==> src/rtl/core/pgd_pkg.sv <==
// Shared types and constants of the proximity gesture detector.
package pgd_pkg;

  localparam int unsigned RdgW  = 10;
  localparam int unsigned SmpW  = 16;
  localparam int unsigned TickW = 8;
  localparam int unsigned CmdW  = 2;
  localparam int unsigned AddrW = 5;
  localparam int unsigned DataW = 32;

  localparam logic [RdgW-1:0]  FarLowRst   = 10'd64;
  localparam logic [RdgW-1:0]  FarHighRst  = 10'd128;
  localparam logic [RdgW-1:0]  NearLowRst  = 10'd256;
  localparam logic [RdgW-1:0]  NearHighRst = 10'd512;
  localparam logic [TickW-1:0] TimeoutRst  = 8'd100;
  localparam logic [TickW-1:0] TicksMax    = 8'd255;

  // Register index, taken from paddr[4:2].
  typedef enum logic [2:0] {
    REG_FAR_LOW   = 3'd0,
    REG_FAR_HIGH  = 3'd1,
    REG_NEAR_LOW  = 3'd2,
    REG_NEAR_HIGH = 3'd3,
    REG_TIMEOUT   = 3'd4
  } reg_idx_t;

  // Light codes for both the latched command and the live indication.
  typedef enum logic [CmdW-1:0] {
    CMD_NONE = 2'd0,
    CMD_FAR  = 2'd1,
    CMD_NEAR = 2'd2
  } cmd_t;

  typedef enum logic [6:0] {
    ST_IDLE  = 7'b0000001,
    ST_1NEAR = 7'b0000010,
    ST_1FAR  = 7'b0000100,
    ST_2NEAR = 7'b0001000,
    ST_2FAR  = 7'b0010000,
    ST_3NEAR = 7'b0100000,
    ST_3FAR  = 7'b1000000
  } gst_t;

  typedef struct packed {
    logic far_hit;
    logic near_hit;
  } band_t;

  typedef struct packed {
    logic [RdgW-1:0] far_low;
    logic [RdgW-1:0] far_high;
    logic [RdgW-1:0] near_low;
    logic [RdgW-1:0] near_high;
  } bands_cfg_t;

endpackage

==> src/rtl/core/pgd_in_if.sv <==
// Input channel: four ADC words and the host clear flag.
interface pgd_in_if;
  logic        valid;
  logic        ready;
  logic [15:0] sample_a;
  logic [15:0] sample_b;
  logic [15:0] sample_c;
  logic [15:0] sample_d;
  logic        clear_request;

  modport source (output valid, sample_a, sample_b, sample_c, sample_d, clear_request,
                  input ready);
  modport sink   (input valid, sample_a, sample_b, sample_c, sample_d, clear_request,
                  output ready);
endinterface

==> src/rtl/core/pgd_out_if.sv <==
// Result channel: latched light command and live indication.
interface pgd_out_if;
  logic       valid;
  logic       ready;
  logic [1:0] light_command;
  logic [1:0] temp_light;

  modport source (output valid, light_command, temp_light, input ready);
  modport sink   (input valid, light_command, temp_light, output ready);
endinterface

==> src/rtl/core/pgd_band.sv <==
// Averages the four readings and tests the average against the bands.
module pgd_band (
  input  logic [15:0]         sample_a,
  input  logic [15:0]         sample_b,
  input  logic [15:0]         sample_c,
  input  logic [15:0]         sample_d,
  input  pgd_pkg::bands_cfg_t cfg,
  output pgd_pkg::band_t      band
);

  logic [11:0] sum;
  logic [9:0]  avg;

  assign sum = {2'b00, sample_a[15:6]} + {2'b00, sample_b[15:6]}
             + {2'b00, sample_c[15:6]} + {2'b00, sample_d[15:6]};
  assign avg = sum[11:2];

  always_comb begin
    band = '0;
    priority if (avg < cfg.far_low) begin
      band = '0;
    end else if (avg < cfg.far_high) begin
      band.far_hit = 1'b1;
    end else if (avg < cfg.near_low) begin
      band = '0;
    end else if (avg < cfg.near_high) begin
      band.near_hit = 1'b1;
    end else begin
      band = '0;
    end
  end

endmodule

==> src/rtl/core/proximity_gesture_detector.sv <==
// Top level of the proximity gesture detector: registers, state machine, output buffer.
//
//   channel   ports      direction  handshake          payload
//   input     in_ch      sink       valid/ready        sample_a..d, clear_request
//   result    out_ch     source     valid/ready        light_command, temp_light
//   config    cfg_p*     slave      psel/penable       5 registers at 4*i, 32-bit data
//
// Each word is captured in an input register, then the band test and state update
// write its result into a two-entry output buffer; one word per cycle unless the output buffer is full.
// The result becomes valid once it is written from the input register into the output buffer.
// The output buffer keeps the input side moving while one result waits.
// Reset is synchronous on rst_n and returns state and registers to their defaults.
module proximity_gesture_detector (
  input  logic        clk,
  input  logic        rst_n,
  pgd_in_if.sink      in_ch,
  pgd_out_if.source   out_ch,
  input  logic        cfg_psel,
  input  logic        cfg_penable,
  input  logic        cfg_pwrite,
  input  logic [4:0]  cfg_paddr,
  input  logic [31:0] cfg_pwdata,
  output logic [31:0] cfg_prdata,
  output logic        cfg_pready
);

  // Configuration registers
  logic [9:0] far_low_r, far_high_r, near_low_r, near_high_r;
  logic [7:0] timeout_r;
  logic       cfg_wr;
  pgd_pkg::reg_idx_t cfg_idx;

  assign cfg_pready = 1'b1;
  assign cfg_wr     = cfg_psel && cfg_penable && cfg_pwrite;
  assign cfg_idx    = pgd_pkg::reg_idx_t'(cfg_paddr[4:2]);

  always_ff @(posedge clk) begin
    if (!rst_n) begin
      far_low_r   <= pgd_pkg::FarLowRst;
      far_high_r  <= pgd_pkg::FarHighRst;
      near_low_r  <= pgd_pkg::NearLowRst;
      near_high_r <= pgd_pkg::NearHighRst;
      timeout_r   <= pgd_pkg::TimeoutRst;
    end else if (cfg_wr) begin
      unique case (cfg_idx)
        pgd_pkg::REG_FAR_LOW:   far_low_r   <= cfg_pwdata[9:0];
        pgd_pkg::REG_FAR_HIGH:  far_high_r  <= cfg_pwdata[9:0];
        pgd_pkg::REG_NEAR_LOW:  near_low_r  <= cfg_pwdata[9:0];
        pgd_pkg::REG_NEAR_HIGH: near_high_r <= cfg_pwdata[9:0];
        pgd_pkg::REG_TIMEOUT:   timeout_r   <= cfg_pwdata[7:0];
        default: ;
      endcase
    end
  end

  always_comb begin
    unique case (cfg_idx)
      pgd_pkg::REG_FAR_LOW:   cfg_prdata = {22'd0, far_low_r};
      pgd_pkg::REG_FAR_HIGH:  cfg_prdata = {22'd0, far_high_r};
      pgd_pkg::REG_NEAR_LOW:  cfg_prdata = {22'd0, near_low_r};
      pgd_pkg::REG_NEAR_HIGH: cfg_prdata = {22'd0, near_high_r};
      pgd_pkg::REG_TIMEOUT:   cfg_prdata = {24'd0, timeout_r};
      default:                cfg_prdata = '0;
    endcase
  end

  // Input register
  logic        s1_valid_r;
  logic [15:0] s1_a_r, s1_b_r, s1_c_r, s1_d_r;
  logic        s1_clear_r;
  logic        s1_move;
  logic        in_take;
  logic        out_pop;
  logic        out_valid_r, skid_valid_r;
  logic [1:0]  out_cmd_r, out_tmp_r, skid_cmd_r, skid_tmp_r;

  assign out_pop = out_valid_r && out_ch.ready;
  assign s1_move = s1_valid_r && (!skid_valid_r || out_pop);
  assign in_ch.ready = !s1_valid_r || s1_move;
  assign in_take = in_ch.valid && in_ch.ready;

  always_ff @(posedge clk) begin
    if (!rst_n) begin
      s1_valid_r <= 1'b0;
    end else if (in_take) begin
      s1_valid_r <= 1'b1;
    end else if (s1_move) begin
      s1_valid_r <= 1'b0;
    end
  end

  always_ff @(posedge clk) begin
    if (in_take) begin
      s1_a_r     <= in_ch.sample_a;
      s1_b_r     <= in_ch.sample_b;
      s1_c_r     <= in_ch.sample_c;
      s1_d_r     <= in_ch.sample_d;
      s1_clear_r <= in_ch.clear_request;
    end
  end

  // Band test
  pgd_pkg::bands_cfg_t bands_cfg;
  pgd_pkg::band_t      band;

  assign bands_cfg = '{far_low: far_low_r, far_high: far_high_r,
                       near_low: near_low_r, near_high: near_high_r};

  pgd_band u_band (
    .sample_a (s1_a_r),
    .sample_b (s1_b_r),
    .sample_c (s1_c_r),
    .sample_d (s1_d_r),
    .cfg      (bands_cfg),
    .band     (band)
  );

  // Gesture state
  pgd_pkg::gst_t state_r, state_nxt;
  logic [7:0]    ticks_r, ticks_nxt;
  pgd_pkg::cmd_t cmd_r, cmd_nxt, tmp_r, tmp_nxt;
  logic          timed_out;

  always_comb begin
    state_nxt = state_r;
    cmd_nxt   = cmd_r;
    tmp_nxt   = tmp_r;
    ticks_nxt = (ticks_r != pgd_pkg::TicksMax) ? ticks_r + 8'd1 : ticks_r;

    if (band.far_hit) begin
      ticks_nxt = '0;
      unique case (state_r)
        pgd_pkg::ST_IDLE:  state_nxt = pgd_pkg::ST_1FAR;
        pgd_pkg::ST_1NEAR: state_nxt = pgd_pkg::ST_2FAR;
        pgd_pkg::ST_2NEAR, pgd_pkg::ST_3NEAR: begin
          state_nxt = pgd_pkg::ST_3FAR;
          tmp_nxt   = pgd_pkg::CMD_FAR;
        end
        default: ;
      endcase
    end else if (band.near_hit) begin
      ticks_nxt = '0;
      unique case (state_r)
        pgd_pkg::ST_IDLE: state_nxt = pgd_pkg::ST_1NEAR;
        pgd_pkg::ST_1FAR: state_nxt = pgd_pkg::ST_2NEAR;
        pgd_pkg::ST_2FAR, pgd_pkg::ST_3FAR: begin
          state_nxt = pgd_pkg::ST_3NEAR;
          tmp_nxt   = pgd_pkg::CMD_NEAR;
        end
        default: ;
      endcase
    end

    timed_out = ticks_nxt > timeout_r;
    if (timed_out) begin
      tmp_nxt = pgd_pkg::CMD_NONE;
      if (state_nxt == pgd_pkg::ST_3FAR) begin
        cmd_nxt = pgd_pkg::CMD_FAR;
      end else if (state_nxt == pgd_pkg::ST_3NEAR) begin
        cmd_nxt = pgd_pkg::CMD_NEAR;
      end
      state_nxt = pgd_pkg::ST_IDLE;
      ticks_nxt = timeout_r;
    end

    // A host clear leaves the live indication and the idle count alone.
    if (s1_clear_r) begin
      cmd_nxt   = pgd_pkg::CMD_NONE;
      state_nxt = pgd_pkg::ST_IDLE;
    end
  end

  always_ff @(posedge clk) begin
    if (!rst_n) begin
      state_r <= pgd_pkg::ST_IDLE;
      ticks_r <= '0;
      cmd_r   <= pgd_pkg::CMD_NONE;
      tmp_r   <= pgd_pkg::CMD_NONE;
    end else if (s1_move) begin
      state_r <= state_nxt;
      ticks_r <= ticks_nxt;
      cmd_r   <= cmd_nxt;
      tmp_r   <= tmp_nxt;
    end
  end

  // Output buffer: head word plus one skid word.
  always_ff @(posedge clk) begin
    if (!rst_n) begin
      out_valid_r  <= 1'b0;
      skid_valid_r <= 1'b0;
    end else begin
      if (out_pop) begin
        out_valid_r  <= skid_valid_r || s1_move;
        skid_valid_r <= skid_valid_r && s1_move;
      end else if (!out_valid_r) begin
        out_valid_r  <= s1_move;
      end else if (s1_move) begin
        skid_valid_r <= 1'b1;
      end
    end
  end

  always_ff @(posedge clk) begin
    if (out_pop) begin
      if (skid_valid_r) begin
        out_cmd_r <= skid_cmd_r;
        out_tmp_r <= skid_tmp_r;
        if (s1_move) begin
          skid_cmd_r <= cmd_nxt;
          skid_tmp_r <= tmp_nxt;
        end
      end else if (s1_move) begin
        out_cmd_r <= cmd_nxt;
        out_tmp_r <= tmp_nxt;
      end
    end else if (!out_valid_r) begin
      if (s1_move) begin
        out_cmd_r <= cmd_nxt;
        out_tmp_r <= tmp_nxt;
      end
    end else if (s1_move) begin
      skid_cmd_r <= cmd_nxt;
      skid_tmp_r <= tmp_nxt;
    end
  end

  assign out_ch.valid         = out_valid_r;
  assign out_ch.light_command = out_cmd_r;
  assign out_ch.temp_light    = out_tmp_r;

  // Checks
  a_skid_behind_head: assert property (@(posedge clk) disable iff (!rst_n)
    skid_valid_r |-> out_valid_r)
    else $error("skid word held without a head word");

  a_state_onehot: assert property (@(posedge clk) disable iff (!rst_n)
    $onehot(state_r))
    else $error("gesture state is not one-hot");

  a_clear_drops_cmd: assert property (@(posedge clk) disable iff (!rst_n)
    (s1_move && s1_clear_r) |=> (cmd_r == pgd_pkg::CMD_NONE && state_r == pgd_pkg::ST_IDLE))
    else $error("clear request did not drop the command and state");

  a_no_stall_when_free: assert property (@(posedge clk) disable iff (!rst_n)
    (!skid_valid_r) |-> in_ch.ready)
    else $error("input stalled while the output buffer had room");

endmodule

==> src/flat_wrapper.sv <==
// flat-port wrapper written by rule: the top's interface ports become plain ports
module proximity_gesture_detector_flat 
  (clk, rst_n, cfg_psel, cfg_penable, cfg_pwrite, cfg_paddr, cfg_pwdata, cfg_prdata, cfg_pready, in_ch_valid, in_ch_sample_a, in_ch_sample_b, in_ch_sample_c, in_ch_sample_d, in_ch_clear_request, in_ch_ready, out_ch_valid, out_ch_light_command, out_ch_temp_light, out_ch_ready);
  pgd_in_if in_ch_i ();
  pgd_out_if out_ch_i ();
  input  logic clk;
  input  logic rst_n;
  input  logic cfg_psel;
  input  logic cfg_penable;
  input  logic cfg_pwrite;
  input  logic [4:0] cfg_paddr;
  input  logic [31:0] cfg_pwdata;
  output logic [31:0] cfg_prdata;
  output logic cfg_pready;
  input wire logic [$bits(in_ch_i.valid)-1:0] in_ch_valid;
  input wire logic [$bits(in_ch_i.sample_a)-1:0] in_ch_sample_a;
  input wire logic [$bits(in_ch_i.sample_b)-1:0] in_ch_sample_b;
  input wire logic [$bits(in_ch_i.sample_c)-1:0] in_ch_sample_c;
  input wire logic [$bits(in_ch_i.sample_d)-1:0] in_ch_sample_d;
  input wire logic [$bits(in_ch_i.clear_request)-1:0] in_ch_clear_request;
  output wire logic [$bits(in_ch_i.ready)-1:0] in_ch_ready;
  output wire logic [$bits(out_ch_i.valid)-1:0] out_ch_valid;
  output wire logic [$bits(out_ch_i.light_command)-1:0] out_ch_light_command;
  output wire logic [$bits(out_ch_i.temp_light)-1:0] out_ch_temp_light;
  input wire logic [$bits(out_ch_i.ready)-1:0] out_ch_ready;
  assign in_ch_i.valid = in_ch_valid;
  assign in_ch_i.sample_a = in_ch_sample_a;
  assign in_ch_i.sample_b = in_ch_sample_b;
  assign in_ch_i.sample_c = in_ch_sample_c;
  assign in_ch_i.sample_d = in_ch_sample_d;
  assign in_ch_i.clear_request = in_ch_clear_request;
  assign in_ch_ready = in_ch_i.ready;
  assign out_ch_valid = out_ch_i.valid;
  assign out_ch_light_command = out_ch_i.light_command;
  assign out_ch_temp_light = out_ch_i.temp_light;
  assign out_ch_i.ready = out_ch_ready;
  proximity_gesture_detector u_core (.clk(clk), .rst_n(rst_n), .in_ch(in_ch_i), .out_ch(out_ch_i), .cfg_psel(cfg_psel), .cfg_penable(cfg_penable), .cfg_pwrite(cfg_pwrite), .cfg_paddr(cfg_paddr), .cfg_pwdata(cfg_pwdata), .cfg_prdata(cfg_prdata), .cfg_pready(cfg_pready));
endmodule
==> config.mk <==
export PLATFORM = sky130hd
export DESIGN_NAME = proximity_gesture_detector_flat
export DESIGN_NICKNAME = d
export VERILOG_FILES = /design/src/rtl/core/pgd_pkg.sv /design/src/rtl/core/pgd_in_if.sv /design/src/rtl/core/pgd_out_if.sv /design/src/rtl/core/pgd_band.sv /design/src/rtl/core/proximity_gesture_detector.sv /design/src/flat_wrapper.sv
export SDC_FILE = /design/constraint.sdc
export NUM_CORES = 1
export LEC_CHECK = 0
export BUFFER_PORTS_ARGS = -buffer_cell sky130_fd_sc_hd__buf_4
export CAP_MARGIN = 10
export CORE_MARGIN = 2
export CORE_UTILIZATION = 46
export CTS_CLUSTER_DIAMETER = 80
export DETAILED_ROUTE_END_ITERATION = 8
export PLACE_DENSITY_LB_ADDON = 0.2
export SLEW_MARGIN = 20
export SYNTH_ARGS = -nofsm -noshare
export SYNTH_HDL_FRONTEND = slang
export SYNTH_SLANG_ARGS = --single-unit
==> constraint.sdc <==
create_clock -name clk -period 9.5 [get_ports clk]
set_clock_uncertainty 0.05 [all_clocks]
set_input_delay 0.475 -clock clk [delete_from_list [all_inputs] [get_ports clk]]
set_output_delay 0.475 -clock clk [all_outputs]
set_load 0.05 [all_outputs]
==> results.py <==
metrics = {
    "run_status": {
        "status": "finished, final reports clean",
    },
    "global_route": {
        "antenna_found_initial": 0,
        "grt_max_degree": 62,
        "grt_pass1_vias": 5730,
        "overflow": 0,
        "grt_pass1_wl_mm": 27.7,
        "grt.total_usage_pct": 19.8,
    },
    "placement": {
        "dp.cells": 1097,
        "portBuffers": 76,
        "post_dp_cell_area_um2": 8270,
        "gp_congestion": 0.872,
        "hpwl_mm": 12.3,
    },
    "final_layout": {
        "multi_input_area_um2": 4160,
        "syn_to_final_growth_pct": 17.3,
        "finalNonFillerCells": 1129,
        "final_util_pct": 55.7,
        "drive_above_1_share_pct": 14.9,
        "register_area_um2": 2870,
        "antenna_cells": 0,
        "stdcell_area_um2": 8910,
        "fill_cells": 1516,
        "fin_nets": 1085,
    },
    "synth": {
        "synth_edf_count": 49,
        "yosys_warnings": 0,
        "synthFlopType": "dfxtp_1",
        "syn_area_per_cell_um2": 9.08,
        "synthTopCellsByArea": "edfxtp_1, dfxtp_1, ha_1",
        "ys_ff_latch": 119,
        "ys_seq_area_share_pct": 37.8,
        "async_flop_share_pct": 0,
        "synth_commonest_cells": "inv_1, nand2_1, nor2_1",
        "ys_types": 76,
        "synth_most_common_cell": "inv_1",
        "synth_area_um2": 7590,
        "syn_inst": 836,
        "yosysTopAreaCellShare_pct": 19.4,
        "yosysTopAreaCell": "edfxtp_1",
    },
    "drt": {
        "num_vias": 5880,
        "drt_iter0_markers": 329,
        "wirelength_mm": 16.6,
        "wl_per_cell_um": 14.7,
        "dr.pass1.iters": 4,
        "drtAntennaViolNets": 0,
        "drc": 0,
        "drt-vias-per-instance": 5.21,
    },
    "sta": {
        "hold_viol": 0,
        "timing.slew.headroom_pct": 36.5,
        "finalCritPeriodShare_pct": 84.6,
        "final-setup-viol-count": 0,
        "timing.fmax_mhz": 124,
        "fin_crit_ns": 8.04,
        "worstMarginPinSlew_ns": 0.946,
        "timing.setup.tns_ns": 0,
        "slew_violations": 0,
        "rsz0062_at_grt": "no",
    },
    "worst_setup_path": {
        "worst-path-max-fanout": 13,
        "cp.arrival_ns": 8.15,
        "critPathLaunchType": "register",
        "cp_slowest_cell": "o21ai_1",
        "required_ns": 9.61,
        "crit_family": "compound AO/OA/AOI/OAI gates",
        "critPathMaxStageDelay_ns": 0.78,
        "cp-end-kind": "register",
        "crit_type": "register to register",
        "cp_num_buf_inv": 1,
    },
    "run": {
        "max_cap_violations": 0,
    },
    "floorplan": {
        "dieWidth_um": 132,
        "die_height_um": 132,
        "rows": 46,
        "ios": 148,
        "core_um2": 16000,
        "die_area_um2": 17500,
        "start_util_pct": 47.4,
    },
    "pwr": {
        "swShare_pct": 36.7,
        "cellPowerDensity_nw_per_um2": 242,
        "ir_drop_mv": 0.147,
        "seqPwrFrac_pct": 26.8,
        "leakagePower_nw": 3.70,
        "combPwrFrac_pct": 41.7,
        "clkPwrFrac_pct": 31.5,
        "p_int_mw": 1.36,
        "netSwitchingPower_uw": 789,
    },
    "clock_network": {
        "clock-root-buffer": "clkbuf_16",
        "ctsHoldBuffers": 0,
        "cts_htree_levels": 4,
        "post_cts_buffers": 0,
        "clkTransAtPathRegs_ns": 0.06,
        "clock_latency_ns": 0.41,
        "cts_buffers": 17,
        "tritoncts": "done",
        "cts_sinks": 119,
        "post_cts_resized": 0,
        "clk_path_buf_depth": 2,
    },
    "worst_hold_path": {
        "min_path_type": "input port to register",
    },
}
-- final timing paths --
| kind | to | from | slack, ns | cells past startpoint |
|---|---|---|---|---|
| worst min register to register | u_core.tmp_r[0] | u_core.tmp_r[0] | 0.41 | 2 |
| worst max-delay path | u_core.out_ch.light_command[1] | u_core.s1_b_r[7] | 1.46 | 29 |
| worst max register to register | u_core.out_ch.light_command[1] | u_core.s1_b_r[7] | 1.46 | 29 |
| worst min-delay path | u_core.s1_b_r[9] | in_ch_sample_b[9] | 0.19 | 1 |
-- area by class of cell --
type                       instances  share of cell area (%)
clock buffer                      27                    6.24
multi-input combinational        586                    46.7
inverter                          94                    3.96
tap                              216                    3.03
clock inverter                     5                   0.885
timing repair buffer              82                    6.91
sequential                       119                    32.3
-- logic make-up after synthesis --
logic type                 count (synthesis)  share of synthesized area, %
AOI/OAI and AO/OA                        169                          14.9
xor gates and xnor gates                  21                          2.42
adders and majority gates                 77                          13.8
buffers and inverters                    152                          8.72
DFF                                      119                          37.8
muxes                                     49                          6.79
other                                      2                        0.0989
and+or+nand+nor                          247                          15.4
-- layer usage --
metal	wire length (um)	share of wire [%]	track usage [%]
met5	0	0	0
met4	220	1.3	7.29
met3	714	4.3	3.83
met2	7730	46	32.2
met1	7980	48	26.1
-- registers in the layout (all words and copies together), names as in the netlist --
signal and cells:
u_core.cmd_r 2, u_core.far_high_r 10, u_core.far_low_r 10, u_core.near_high_r 10, u_core.near_low_r 10, u_core.out_ch.light_command 2
u_core.out_ch.temp_light 2, u_core.out_ch.valid 1, u_core.s1_a_r 10, u_core.s1_b_r 10, u_core.s1_c_r 10, u_core.s1_clear_r 1
u_core.s1_d_r 10, u_core.s1_valid_r 1, u_core.skid_cmd_r 2, u_core.skid_tmp_r 2, u_core.skid_valid_r 1, u_core.state_r 7
u_core.ticks_r 8, u_core.timeout_r 8, u_core.tmp_r 2
-- stage by stage --
step / power [mW] / worst slack [ns] / hold slack (ns)
floorplan: 1.29 / 2.67 / 0.387
global placement: 1.47 / 1.54 / 0.392
detailed placement: 1.49 / 1.46 / 0.400
CTS: 2.17 / 1.43 / 0.168
global route: 2.32 / 0.778 / 0.165
finish: 2.15 / 1.46 / 0.190
-- power by group through the flow --
| stage | logic [mW] | clock network (mW) | registers, mW |
|---|---|---|---|
| 3_3_place_gp | 0.883 | 0 | 0.587 |
| 6_report | 0.898 | 0.677 | 0.577 |
| 2_1_floorplan | 0.704 | 0 | 0.589 |
| 5_1_grt | 1.02 | 0.713 | 0.580 |
| 4_1_cts | 0.904 | 0.693 | 0.577 |
| 3_5_place_dp | 0.900 | 0 | 0.587 |
-- cells in the final DEF (no fill, tap or decap), types with 9 or more instances in the layout --
cell type and instances:
a211oi_1 11, a21oi_1 63, buf_4 82, clkbuf_16 19
conb_1 23, dfxtp_1 70, edfxtp_1 49, fa_1 11
ha_1 65, inv_1 93, mux2i_1 47, nand2_1 82
nand3_1 21, nor2_1 74, nor2b_1 9, nor3_1 14
o211ai_1 9, o21ai_0 13, xnor2_1 13
Power figures use the tool's default switching activity.
